File: src/rtl/mrpf_pkg.sv
`default_nettype none

package mrpf_pkg;

    // Field widths fixed by the reading format
    localparam int unsigned VAL_W  = 24;
    localparam int unsigned TIME_W = 32;
    localparam int unsigned RATE_W = 20;
    localparam int unsigned CHK_W  = 25;

    // Rate test: rise * 3600 > max_rate * 10 * dt
    localparam int unsigned LHS_W     = 37;
    localparam int unsigned RHS_W     = 56;
    localparam int unsigned RATE10_W  = 24;
    localparam logic [11:0] SEC_PER_HOUR = 12'd3600;

    // Reset values
    localparam logic [RATE10_W-1:0]   RATE10_RESET = 24'd50000;  // 5000 units/h, x10
    localparam logic signed [CHK_W-1:0] LAST_RESET = -25'sd10;

    typedef enum logic [1:0] {
        ST_IDLE,
        ST_SCAN,
        ST_FIN
    } t_state;

    typedef enum logic [2:0] {
        VD_OK,
        VD_UNREAD,
        VD_FILLING,
        VD_WIN_FALL,
        VD_WIN_RATE,
        VD_LAST_FALL,
        VD_LAST_RATE
    } t_verdict;

endpackage

`default_nettype wire

File: src/rtl/meter_reading_plausibility_filter.sv
// An unreadable reading, or one taken while the window fills, goes from the input transfer
// through the finish state to the output registers; a full check first scans the window
// memory, one read per entry, through the two-stage check pipeline (pair difference, then
// rate multiply). The input stalls until the result is loaded into the output registers.
// Reset (synchronous, active low): window empty, last value -10, last time 0,
// max_rate 5000. Window memory contents are not cleared; unwritten entries are never used.
`default_nettype none

module meter_reading_plausibility_filter
    import mrpf_pkg::*;
#(
    parameter int unsigned WINDOW = 5
) (
    input  wire                       i_clk,
    input  wire                       i_rst_n,
    // configuration
    input  wire                       i_cfg_we,
    input  wire  [RATE_W-1:0]         i_cfg_data,
    // input channel
    input  wire                       i_in_valid,
    output logic                      o_in_stall,
    input  wire  [VAL_W-1:0]          i_reading,
    input  wire                       i_unreadable,
    input  wire  [TIME_W-1:0]         i_timestamp,
    // output channel
    output logic                      o_out_valid,
    input  wire                       i_out_stall,
    output logic                      o_accepted,
    output logic [2:0]                o_verdict,
    output logic signed [CHK_W-1:0]   o_checked_value,
    output logic [TIME_W-1:0]         o_checked_time
);

    localparam int unsigned AW = $clog2(WINDOW);
    localparam int unsigned FW = $clog2(WINDOW + 1);
    localparam int unsigned SW = $clog2(WINDOW + 3);
    localparam int unsigned DW = VAL_W + TIME_W;

    // Window memory, circular, oldest entry at r_head once full
    logic [DW-1:0] r_mem [WINDOW];
    logic [DW-1:0] r_rd_data;

    // Control state
    t_state            r_state, n_state;
    t_verdict          r_verdict, n_verdict;
    logic [FW-1:0]     r_fill, n_fill;
    logic [AW-1:0]     r_head, n_head;
    logic [AW-1:0]     r_rd_ptr, n_rd_ptr;
    logic [SW-1:0]     r_step, n_step;
    logic [RATE10_W-1:0] r_rate10;
    logic signed [CHK_W-1:0] r_last_v;
    logic [TIME_W-1:0] r_last_t;
    logic              r_out_valid;

    // Scan datapath
    logic [VAL_W-1:0]  r_prev_v, r_cand_v;
    logic [TIME_W-1:0] r_prev_t, r_cand_t;
    logic              r_a_valid, r_a_cand, r_a_fall;
    logic [CHK_W-1:0]  r_a_rise;
    logic [TIME_W:0]   r_a_dt;
    logic              r_m_valid, r_m_cand, r_m_fall, r_m_neg;
    logic [LHS_W-1:0]  r_m_lhs;
    logic [RHS_W-1:0]  r_m_rhs;

    // Output registers
    logic              r_out_accepted;
    t_verdict          r_out_verdict;
    logic signed [CHK_W-1:0] r_out_value;
    logic [TIME_W-1:0] r_out_time;

    logic              in_xfer;
    logic              full;
    logic [AW-1:0]     start_addr;
    logic [AW-1:0]     rd_addr;
    logic              mem_we;
    logic [AW-1:0]     mem_wa;
    logic              out_load;
    logic              last_load;
    logic              fin_now;
    logic              m_fast;
    t_verdict          m_verdict;
    logic [VAL_W-1:0]  rd_v;
    logic [TIME_W-1:0] rd_t;
    logic              a_is_cand;
    logic signed [CHK_W-1:0] a_prev_v, a_cur_v;
    logic [TIME_W-1:0] a_prev_t, a_cur_t;
    logic              n_a_valid, n_m_valid;
    logic [LHS_W-1:0]  n_m_lhs;
    logic [RHS_W-1:0]  n_m_rhs;

    function automatic logic [AW-1:0] ptr_inc(input logic [AW-1:0] p);
        logic [AW-1:0] r;
        begin
            r = (p == AW'(WINDOW - 1)) ? '0 : p + 1'b1;
            return r;
        end
    endfunction

    assign in_xfer    = i_in_valid && !o_in_stall;
    assign o_in_stall = (r_state != ST_IDLE);
    assign full       = (r_fill == FW'(WINDOW));
    assign start_addr = full ? ptr_inc(r_head) : '0;
    assign rd_v       = r_rd_data[DW-1:TIME_W];
    assign rd_t       = r_rd_data[TIME_W-1:0];

    // Final stage: fall first, then rate
    assign m_fast = !r_m_neg && ({{(RHS_W-LHS_W){1'b0}}, r_m_lhs} > r_m_rhs);

    always_comb begin
        if (r_m_fall) begin
            m_verdict = r_m_cand ? VD_LAST_FALL : VD_WIN_FALL;
        end else if (m_fast) begin
            m_verdict = r_m_cand ? VD_LAST_RATE : VD_WIN_RATE;
        end else begin
            m_verdict = VD_OK;
        end
    end

    assign fin_now = r_m_valid && (r_m_fall || m_fast || r_m_cand);

    // Sequencer: next state and strobes
    always_comb begin
        n_state   = r_state;
        n_verdict = r_verdict;
        n_fill    = r_fill;
        n_head    = r_head;
        n_step    = r_step;
        n_rd_ptr  = ptr_inc(r_rd_ptr);
        rd_addr   = r_rd_ptr;
        mem_we    = 1'b0;
        mem_wa    = r_head;
        out_load  = 1'b0;
        last_load = 1'b0;
        case (r_state)
            ST_IDLE: begin
                rd_addr  = start_addr;
                n_rd_ptr = ptr_inc(start_addr);
                n_step   = '0;
                if (in_xfer) begin
                    if (i_unreadable) begin
                        n_verdict = VD_UNREAD;
                        n_state   = ST_FIN;
                    end else begin
                        mem_we = 1'b1;
                        if (full) begin
                            mem_wa = r_head;
                            n_head = ptr_inc(r_head);
                            n_state = ST_SCAN;
                        end else begin
                            mem_wa = r_fill[AW-1:0];
                            n_fill = r_fill + 1'b1;
                            if (r_fill == FW'(WINDOW - 1)) begin
                                n_state = ST_SCAN;
                            end else begin
                                n_verdict = VD_FILLING;
                                n_state   = ST_FIN;
                            end
                        end
                    end
                end
            end
            ST_SCAN: begin
                n_step = r_step + 1'b1;
                if (fin_now) begin
                    n_verdict = m_verdict;
                    last_load = (m_verdict == VD_OK);
                    n_state   = ST_FIN;
                end
            end
            ST_FIN: begin
                if (!r_out_valid || !i_out_stall) begin
                    out_load = 1'b1;
                    n_state  = ST_IDLE;
                end
            end
            default: begin
                n_state = ST_IDLE;
            end
        endcase
    end

    // Pair select: window neighbors, then candidate against last accepted
    assign a_is_cand = (r_step == SW'(WINDOW));
    assign a_prev_v  = a_is_cand ? r_last_v : $signed({1'b0, r_prev_v});
    assign a_cur_v   = a_is_cand ? $signed({1'b0, r_cand_v}) : $signed({1'b0, rd_v});
    assign a_prev_t  = a_is_cand ? r_last_t : r_prev_t;
    assign a_cur_t   = a_is_cand ? r_cand_t : rd_t;

    assign n_a_valid = (r_state == ST_SCAN) && !fin_now && (r_step != '0)
                       && (r_step <= SW'(WINDOW));
    assign n_m_valid = (r_state == ST_SCAN) && !fin_now && r_a_valid;

    // Multiply stage
    assign n_m_lhs = r_a_rise * SEC_PER_HOUR;
    assign n_m_rhs = r_rate10 * r_a_dt[TIME_W-1:0];

    // Window memory
    always_ff @(posedge i_clk) begin
        if (mem_we) begin
            r_mem[mem_wa] <= {i_reading, i_timestamp};
        end
        r_rd_data <= r_mem[rd_addr];
    end

    // Control registers
    always_ff @(posedge i_clk) begin
        if (!i_rst_n) begin
            r_state     <= ST_IDLE;
            r_verdict   <= VD_OK;
            r_fill      <= '0;
            r_head      <= '0;
            r_rd_ptr    <= '0;
            r_step      <= '0;
            r_rate10    <= RATE10_RESET;
            r_last_v    <= LAST_RESET;
            r_last_t    <= '0;
            r_out_valid <= 1'b0;
            r_a_valid   <= 1'b0;
            r_m_valid   <= 1'b0;
        end else begin
            r_state   <= n_state;
            r_verdict <= n_verdict;
            r_fill    <= n_fill;
            r_head    <= n_head;
            r_rd_ptr  <= n_rd_ptr;
            r_step    <= n_step;
            r_a_valid <= n_a_valid;
            r_m_valid <= n_m_valid;
            if (i_cfg_we) begin
                r_rate10 <= ({4'b0, i_cfg_data} << 3) + ({4'b0, i_cfg_data} << 1);
            end
            if (last_load) begin
                r_last_v <= $signed({1'b0, r_cand_v});
                r_last_t <= r_cand_t;
            end
            if (out_load) begin
                r_out_valid <= 1'b1;
            end else if (!i_out_stall) begin
                r_out_valid <= 1'b0;
            end
        end
    end

    // Datapath registers
    always_ff @(posedge i_clk) begin
        if (r_state == ST_SCAN && r_step < SW'(WINDOW)) begin
            r_prev_v <= rd_v;
            r_prev_t <= rd_t;
        end
        if (r_state == ST_SCAN && r_step == SW'(WINDOW / 2)) begin
            r_cand_v <= rd_v;
            r_cand_t <= rd_t;
        end
        r_a_cand <= a_is_cand;
        r_a_fall <= (a_cur_v < a_prev_v);
        r_a_rise <= a_cur_v - a_prev_v;
        r_a_dt   <= {1'b0, a_cur_t} - {1'b0, a_prev_t};
        r_m_cand <= r_a_cand;
        r_m_fall <= r_a_fall;
        r_m_neg  <= r_a_dt[TIME_W];
        r_m_lhs  <= n_m_lhs;
        r_m_rhs  <= n_m_rhs;
        if (out_load) begin
            r_out_accepted <= (r_verdict == VD_OK);
            r_out_verdict  <= r_verdict;
            r_out_value    <= r_last_v;
            r_out_time     <= r_last_t;
        end
    end

    assign o_out_valid     = r_out_valid;
    assign o_accepted      = r_out_accepted;
    assign o_verdict       = r_out_verdict;
    assign o_checked_value = r_out_value;
    assign o_checked_time  = r_out_time;

    // Checks
    a_fill_bound: assert property (@(posedge i_clk) disable iff (!i_rst_n)
        r_fill <= FW'(WINDOW))
        else $error("fill count beyond window depth");

    a_scan_full: assert property (@(posedge i_clk) disable iff (!i_rst_n)
        (r_state == ST_SCAN) |-> full)
        else $error("scan started on a partial window");

    a_unread: assert property (@(posedge i_clk) disable iff (!i_rst_n)
        (in_xfer && i_unreadable) |=>
            (r_state == ST_FIN && r_verdict == VD_UNREAD && $stable(r_fill)))
        else $error("unreadable reading changed the window");

    a_pipe_in_scan: assert property (@(posedge i_clk) disable iff (!i_rst_n)
        (r_a_valid || r_m_valid) |-> (r_state == ST_SCAN))
        else $error("check pipeline busy outside scan");

endmodule

`default_nettype wire
File: config.mk
export PLATFORM = sky130hd
export DESIGN_NAME = meter_reading_plausibility_filter
export DESIGN_NICKNAME = d
export VERILOG_FILES = /design/src/rtl/mrpf_pkg.sv /design/src/rtl/meter_reading_plausibility_filter.sv
export SDC_FILE = /design/constraint.sdc
export NUM_CORES = 2
export LEC_CHECK = 0
export ABC_CLOCK_PERIOD_IN_PS = 9170
export BUFFER_PORTS_ARGS = -buffer_cell sky130_fd_sc_hd__buf_2
export CAP_MARGIN = 20
export CORE_AREA = 2 2 382 384
export CTS_CLUSTER_DIAMETER = 200
export DETAILED_ROUTE_END_ITERATION = 7
export DIE_AREA = 0 0 384 386
export GPL_TIMING_DRIVEN = 1
export SLEW_MARGIN = 20
export SYNTH_ARGS = -nofsm -noshare
export SYNTH_HDL_FRONTEND = slang
export SYNTH_SLANG_ARGS = --single-unit
File: constraint.sdc
create_clock -name i_clk -period 9.17 [get_ports i_clk]
set_input_delay 0 -clock i_clk [delete_from_list [all_inputs] [get_ports i_clk]]
set_output_delay 0 -clock i_clk [all_outputs]
set_load 0.1 [all_outputs]
Yosys cells after proc, flatten, opt, wreduce, memory -nomap -nowiden:

Memory sizes are Yosys's and may differ from the RTL's. A register that Yosys moved wholly into a read port is not among the register bits.
Index checks and enable logic that the tools add are counted.

* register bits: 426
* bits in writable memories: 280
* output and inout port bits: 63
* word-level logic and storage cells: 131
* memories: 1

Memory list
* r_mem: depth 5, bits a word 56, rd ports 1, clocked after memory_dff 1, wr ports 1, line meter_reading_plausibility_filter.sv:40 `logic [DW-1:0] r_mem [WINDOW];`

* add/subtract/negate cells: 8
* multipliers: 2
* order comparisons: 4
* equal/unequal tests: 15
* muxes and demuxes: 43
* bitwise logic cells: 2
* reduce and logical (&&, ||, !) cells: 27

Operator list (count)
* $mux W32: 2
* $gt A37 B56 Y1: 1
* $mul A24 B32 Y56: 1
* $mux W3: 18
* $mul A25 B8 Y33 const B: 1
* $sub A32 B32 Y33: 1
* $lt A25 B25 Y1: 1
* $mux W25: 1
* $sub A25 B25 Y25: 1
* $add A23 B21 Y24: 1
* $mux W24: 1
* $eq A3 B3 Y1 const B: 6
* $add A3 B1 Y3 const B: 5
* $mux W2: 7
* $pmux W3 S2: 2
* $mux W1: 11
* $logic_and A1 B1 Y1: 9
* $reduce_and A4 Y1: 2
* $logic_not A3 Y1: 2
* $ne A2 B2 Y1 const B: 3
* $ne A3 B3 Y1 const B: 2
* $pmux W2 S3: 1
* $logic_not A1 Y1: 5
* $reduce_and A5 Y1: 1
* 12 further kinds: 16

Depth between registers and ports, before layout:

* depth in word-level cells: 9
* depth in mapped cells: 26
* depth with buffers taken out: 25

Worst setup path after synthesis:

No wires, ideal clock.

* kind: flip-flop to flip-flop
* start: register r_rate10[3]
* end: register r_m_rhs[49]
* library setup time: 0.072 ns
* arrival: 6.612 ns
* required time: 9.098 ns
* path slack: 2.486 ns
* cell stages (with the launch flop): 26
* buffers on the path: 2
* clock period less this slack: 6.684 ns
* cell sequence: dfxtp_1 clkbuf_1 nand2_1 fa_1 inv_1 fa_1 inv_1 fa_1 fa_1 inv_1 fa_1 fa_1 inv_1 fa_1 inv_1 ha_1 clkbuf_1 a21o_1 a31o_1 a211oi_1 o21ai_1 or4_1 o211ai_1 o21ai_1 a41oi_1 xnor2_1

* cells in the longest elaborated chain, start to end: 1

Ends and longest elaborated chain
* start, declared: line meter_reading_plausibility_filter.sv:50 `logic [RATE10_W-1:0] r_rate10;`
* start signal, assigned: line meter_reading_plausibility_filter.sv:230 `r_rate10 <= ({4'b0, i_cfg_data} << 3) + ({4'b0, i_cfg_data} << 1);`
* $mul A24 B32 Y56: line meter_reading_plausibility_filter.sv:195 `assign n_m_rhs = r_rate10 * r_a_dt[TIME_W-1:0];`
* via n_m_rhs[49]: line meter_reading_plausibility_filter.sv:89 `logic [RHS_W-1:0] n_m_rhs;`
* end signal, assigned: line meter_reading_plausibility_filter.sv:262 `r_m_rhs <= n_m_rhs;`
* end, declared: line meter_reading_plausibility_filter.sv:63 `logic [RHS_W-1:0] r_m_rhs;`

The timed path passes the listed nets, and every way through them passes these cells.
A chain may end at the register's enable or synchronous reset.

Worst setup path in the final report:

* start: register r_a_dt[21]
* end: register r_m_rhs[54]

* cells in the longest elaborated chain, start to end: 1

Ends and longest elaborated chain
* start, declared: line meter_reading_plausibility_filter.sv:60 `logic [TIME_W:0] r_a_dt;`
* start signal, assigned: line meter_reading_plausibility_filter.sv:257 `r_a_dt <= {1'b0, a_cur_t} - {1'b0, a_prev_t};`
* $mul A24 B32 Y56: line meter_reading_plausibility_filter.sv:195
* via n_m_rhs[54]: line meter_reading_plausibility_filter.sv:89

The timed path passes the listed nets, and every way through them passes these cells.

==> impl_results.rst <==
.. list-table::
   :header-rows: 1

   * - Metric
     - Value
   * - Number of buffers inserted to repair setup after CTS
     - 0
   * - CTS max path bufs
     - 3
   * - Cells after Synth
     - 5510
   * - #FFs+latches synth
     - 760
   * - Worst clock skew on the final layout
     - 47.1 ps
   * - Simple-Gate Fraction of Synth Area
     - 13.4%
   * - # placed instances
     - 7410
   * - Critical Path Fanout Max
     - 19
   * - Fin area
     - 63800 sq um
   * - Max stage delay on crit path
     - 1100 ps
   * - Synthesized-area fraction occupied by ao, oa, aoi and oai cells
     - 6.25%
   * - First-pass GRT wire length
     - 221000 um
   * - Total placed instance area
     - 60100 sq um
   * - WP data arrival
     - 8530 ps
   * - Worst-margin pin slew
     - 1180 ps
   * - Via count of the first global-routing pass
     - 40000
   * - RSZ-0062 raised after global routing
     - no
   * - Share of flip-flops with an asynchronous set or reset after synthesis
     - 0%
   * - Clk_lat worst skew
     - 690 ps
   * - Fmax achieved
     - 126 MHz
   * - Antenna violations before repair
     - 11
   * - Starting Density
     - 39.6%
   * - Kind of critical path
     - flop to flop
   * - Max-capacitance violation count
     - 0
   * - Combined global-route utilization of all metal layers
     - 19.0%
   * - Number of synthesized flops with an enable pin
     - 453
   * - Routed WL per cell
     - 18.1 um
   * - Most frequent cell on the critical path
     - sky130_fd_sc_hd__fa_1
   * - Number of standard-cell rows in the floorplan
     - 140
   * - Min Clock Period, post-route
     - 7930 ps
   * - Final setup violation count
     - 0
   * - Fin crit share
     - 86.5%
   * - Clock-pin transition on the worst setup and hold timing paths
     - 60 ps
   * - Commonest cells in the synthesized netlist
     - sky130_fd_sc_hd__inv_1 (919), sky130_fd_sc_hd__fa_1 (675), sky130_fd_sc_hd__nand2_1 (650), sky130_fd_sc_hd__edfxtp_1 (453), sky130_fd_sc_hd__ha_1 (416)
   * - Relative slew slack
     - 21.2%
   * - Warning count from the yosys run
     - 0
   * - Routed Wire Length
     - 138000 um
   * - Mean Syn Cell Area
     - 10.4 sq um
   * - Post-route setup TNS
     - 0 ps
   * - Count of cell types in the netlist
     - 75
   * - Slowest CP cell
     - sky130_fd_sc_hd__dfxtp_1
   * - Total number of nets in the final design
     - 6849
   * - Port Buffer Count
     - 144
   * - Gp weighted congestion
     - 0.877
   * - Worst reg2reg setup slack
     - 1240 ps
   * - Post-synthesis to final-layout area growth
     - 11.6%
   * - Drc violations
     - 0
   * - Number of hold violations in the final report
     - 0
   * - Class of the tightest hold or removal check
     - input port to flop
   * - Number of nets with antenna violations after routing
     - 0
   * - Portion of netlist area occupied by mux cells
     - 3.39%
   * - Most common flop cell mapped by yosys
     - sky130_fd_sc_hd__edfxtp_1
   * - Die width
     - 384 um
   * - Post-detailed-route via-to-cell ratio
     - 4.96
   * - Nature of the critical path startpoint
     - flop
   * - Status
     - complete, no violations
   * - Number of top-level design ports
     - 145
   * - Final max-slew violation count
     - 0
   * - Final Non-Filler Cells
     - 7663
   * - Final core area utilization
     - 44.2%
   * - Worst path required time
     - 9760 ps
   * - CTS H-tree depth
     - 3
   * - Die Y
     - 386 um
   * - Most used standard cell by instance count after synthesis
     - sky130_fd_sc_hd__inv_1
   * - Half-perimeter wire length of the detailed placement result
     - 103000 um
   * - Proportion of netlist area held by the largest area contributor
     - 23.8%
   * - GRT Residual Overflow
     - 0
   * - Buffer cell driving the clock tree root
     - sky130_fd_sc_hd__clkbuf_16
   * - Proportion of synthesized chip area in sequential cells
     - 34.5%
   * - CTS tree
     - done
   * - First-pass iteration count of the detailed router
     - 6
   * - Crit path capture type
     - flop
   * - Top cell type by total area after synthesis
     - sky130_fd_sc_hd__edfxtp_1
   * - Crit-path cells
     - nand2_1 -> fa_1 -> inv_1 -> fa_1 -> inv_1 -> fa_1 -> fa_1 -> inv_1 -> fa_1 -> fa_1 -> inv_1 -> fa_1 -> inv_1 -> ha_1 -> a21oi_1 -> o21bai_1 -> a21oi_1 -> o21ai_0 -> a31oi_1 -> o21a_1 -> o21ai_1 -> a2111oi_0 -> a311o_1
   * - Die area
     - 148000 sq um
   * - Initial DRC count
     - 2149
   * - Total via count after detailed routing
     - 38000
   * - Pin count of the biggest net entering global routing
     - 87
   * - TritonCTS Buffers
     - 81
   * - Area of the mapped netlist
     - 57200 sq um
   * - Sink Count
     - 760
   * - Xor and xnor fraction of the mapped netlist area
     - 1.99%
   * - Share of post-route cells with drive strength above 1
     - 7.68%
   * - Synthesized netlist net count
     - 6683
   * - Top cells by area, synth
     - sky130_fd_sc_hd__edfxtp_1 (24%), sky130_fd_sc_hd__fa_1 (24%), sky130_fd_sc_hd__dfxtp_1 (11%)
   * - Main combinational cell family by area after synthesis
     - adder cells
   * - Post-Synth Adder-Cell Area
     - 32.7%
   * - CORE AREA
     - 145000 sq um
-- cells in the final DEF, fill, tap and decap left out, types with 9 or more instances in the layout --
| master | instances |
|---|---|
| sky130_fd_sc_hd__inv_1 | 919 |
| sky130_fd_sc_hd__fa_1 | 675 |
| sky130_fd_sc_hd__nand2_1 | 648 |
| sky130_fd_sc_hd__edfxtp_1 | 453 |
| sky130_fd_sc_hd__ha_1 | 416 |
| sky130_fd_sc_hd__and2_1 | 381 |
| sky130_fd_sc_hd__dfxtp_1 | 295 |
| sky130_fd_sc_hd__nor2_1 | 256 |
| sky130_fd_sc_hd__o21ai_0 | 193 |
| sky130_fd_sc_hd__buf_2 | 143 |
| sky130_fd_sc_hd__mux2i_1 | 133 |
| sky130_fd_sc_hd__a21oi_1 | 125 |
| sky130_fd_sc_hd__dlygate4sd3_1 | 100 |
| sky130_fd_sc_hd__nand3_1 | 93 |
| sky130_fd_sc_hd__xnor2_1 | 91 |
| sky130_fd_sc_hd__clkbuf_16 | 82 |
| sky130_fd_sc_hd__nor2b_1 | 78 |
| sky130_fd_sc_hd__buf_4 | 78 |
| sky130_fd_sc_hd__a21o_1 | 66 |
| sky130_fd_sc_hd__mux2_2 | 54 |
| sky130_fd_sc_hd__xor2_1 | 39 |
| sky130_fd_sc_hd__nand2b_1 | 31 |
| sky130_fd_sc_hd__a31oi_1 | 29 |
| sky130_fd_sc_hd__nor3_1 | 23 |
| sky130_fd_sc_hd__nand4_1 | 22 |
| sky130_fd_sc_hd__a211oi_1 | 20 |
| sky130_fd_sc_hd__o21ai_1 | 19 |
| sky130_fd_sc_hd__o21a_1 | 18 |
| sky130_fd_sc_hd__clkbuf_1 | 16 |
| sky130_fd_sc_hd__and3_1 | 15 |
| sky130_fd_sc_hd__o211ai_1 | 15 |
| sky130_fd_sc_hd__o21bai_1 | 15 |
| sky130_fd_sc_hd__clkinv_2 | 15 |
| sky130_fd_sc_hd__dfxtp_2 | 12 |
| sky130_fd_sc_hd__clkbuf_8 | 11 |
| sky130_fd_sc_hd__nor4_1 | 9 |
-- cells by family after synthesis --
kind of cell | after synthesis
buf+inv | 1158
xor+xnor | 130
flops | 760
simple gates | 1603
mux | 187
fa+ha+maj | 1091
compound gates | 581
-- layout make-up --
type / count / area [sq um]
Multi-Input combinational cell: 3592 / 33200
Tap cell: 1917 / 2400
Sequential cell: 760 / 19800
Clock buffer: 109 / 2260
Fill cell: 13700 / 80700
Timing Repair Buffer: 321 / 2300
Inverter: 920 / 3450
Clock inverter: 38 / 483
Antenna cell: 6 / 15.0
-- per-stage QoR --
stage | hold slack [ps] | setup WS [ps]
floorplan | 98.9 | 2490
global placement | 230 | 1490
detailed placement | 230 | 1440
CTS | 10.0 | 1420
global route | 50.1 | 962
finish | 60.4 | 1240
-- sequential cells by signal (all words and copies together), names as in the netlist, 23 cells and up --
register and flops:
r_mem 280, r_rd_data 56, r_m_rhs 55, r_a_dt 33, r_m_lhs 33, o_checked_time 32, r_cand_t 32, r_last_t 32
r_prev_t 32, o_checked_value 25, r_a_rise 25, r_last_v 25, r_cand_v 24, r_prev_v 24, r_rate10 23
-- routing by layer --
metal / GRT usage [%] / wire length [um] / vias up
met3: 2.36 / 6480 / 165
met2: 32.0 / 66300 / 768
met4: 5.08 / 2990 / 12
met5: 0 / 91 / -
met1: 25.8 / 62500 / 19100
li1: - / - / 17900
-- worst paths after layout --
kind / start / to / cells after the start
setup / recovery: r_a_dt[21] / r_m_rhs[54] / 23
hold / removal: i_cfg_data[6] / r_rate10[7] / 6
setup reg to reg: r_a_dt[21] / r_m_rhs[54] / 23
hold reg to reg: r_a_cand / r_m_cand / 0
-- critical path, delay by kind of cell (launching register included) --
kind,cells,cell delay (ps)
AOI/OAI and AO/OA,9,2330
adders and majority gates,8,3960
buffers and inverters,5,280
DFF,1,1100
and+or+nand+nor,1,190
-- timing repair --
item / in CTS / in global routing
hold buffers: 100 / 0
endpoints found under the hold margin: 351 / 0
resized for setup: 0 / 0
Power is not shown: default switching activity piles up to over one toggle a cycle in this logic, so the estimate is an artifact.
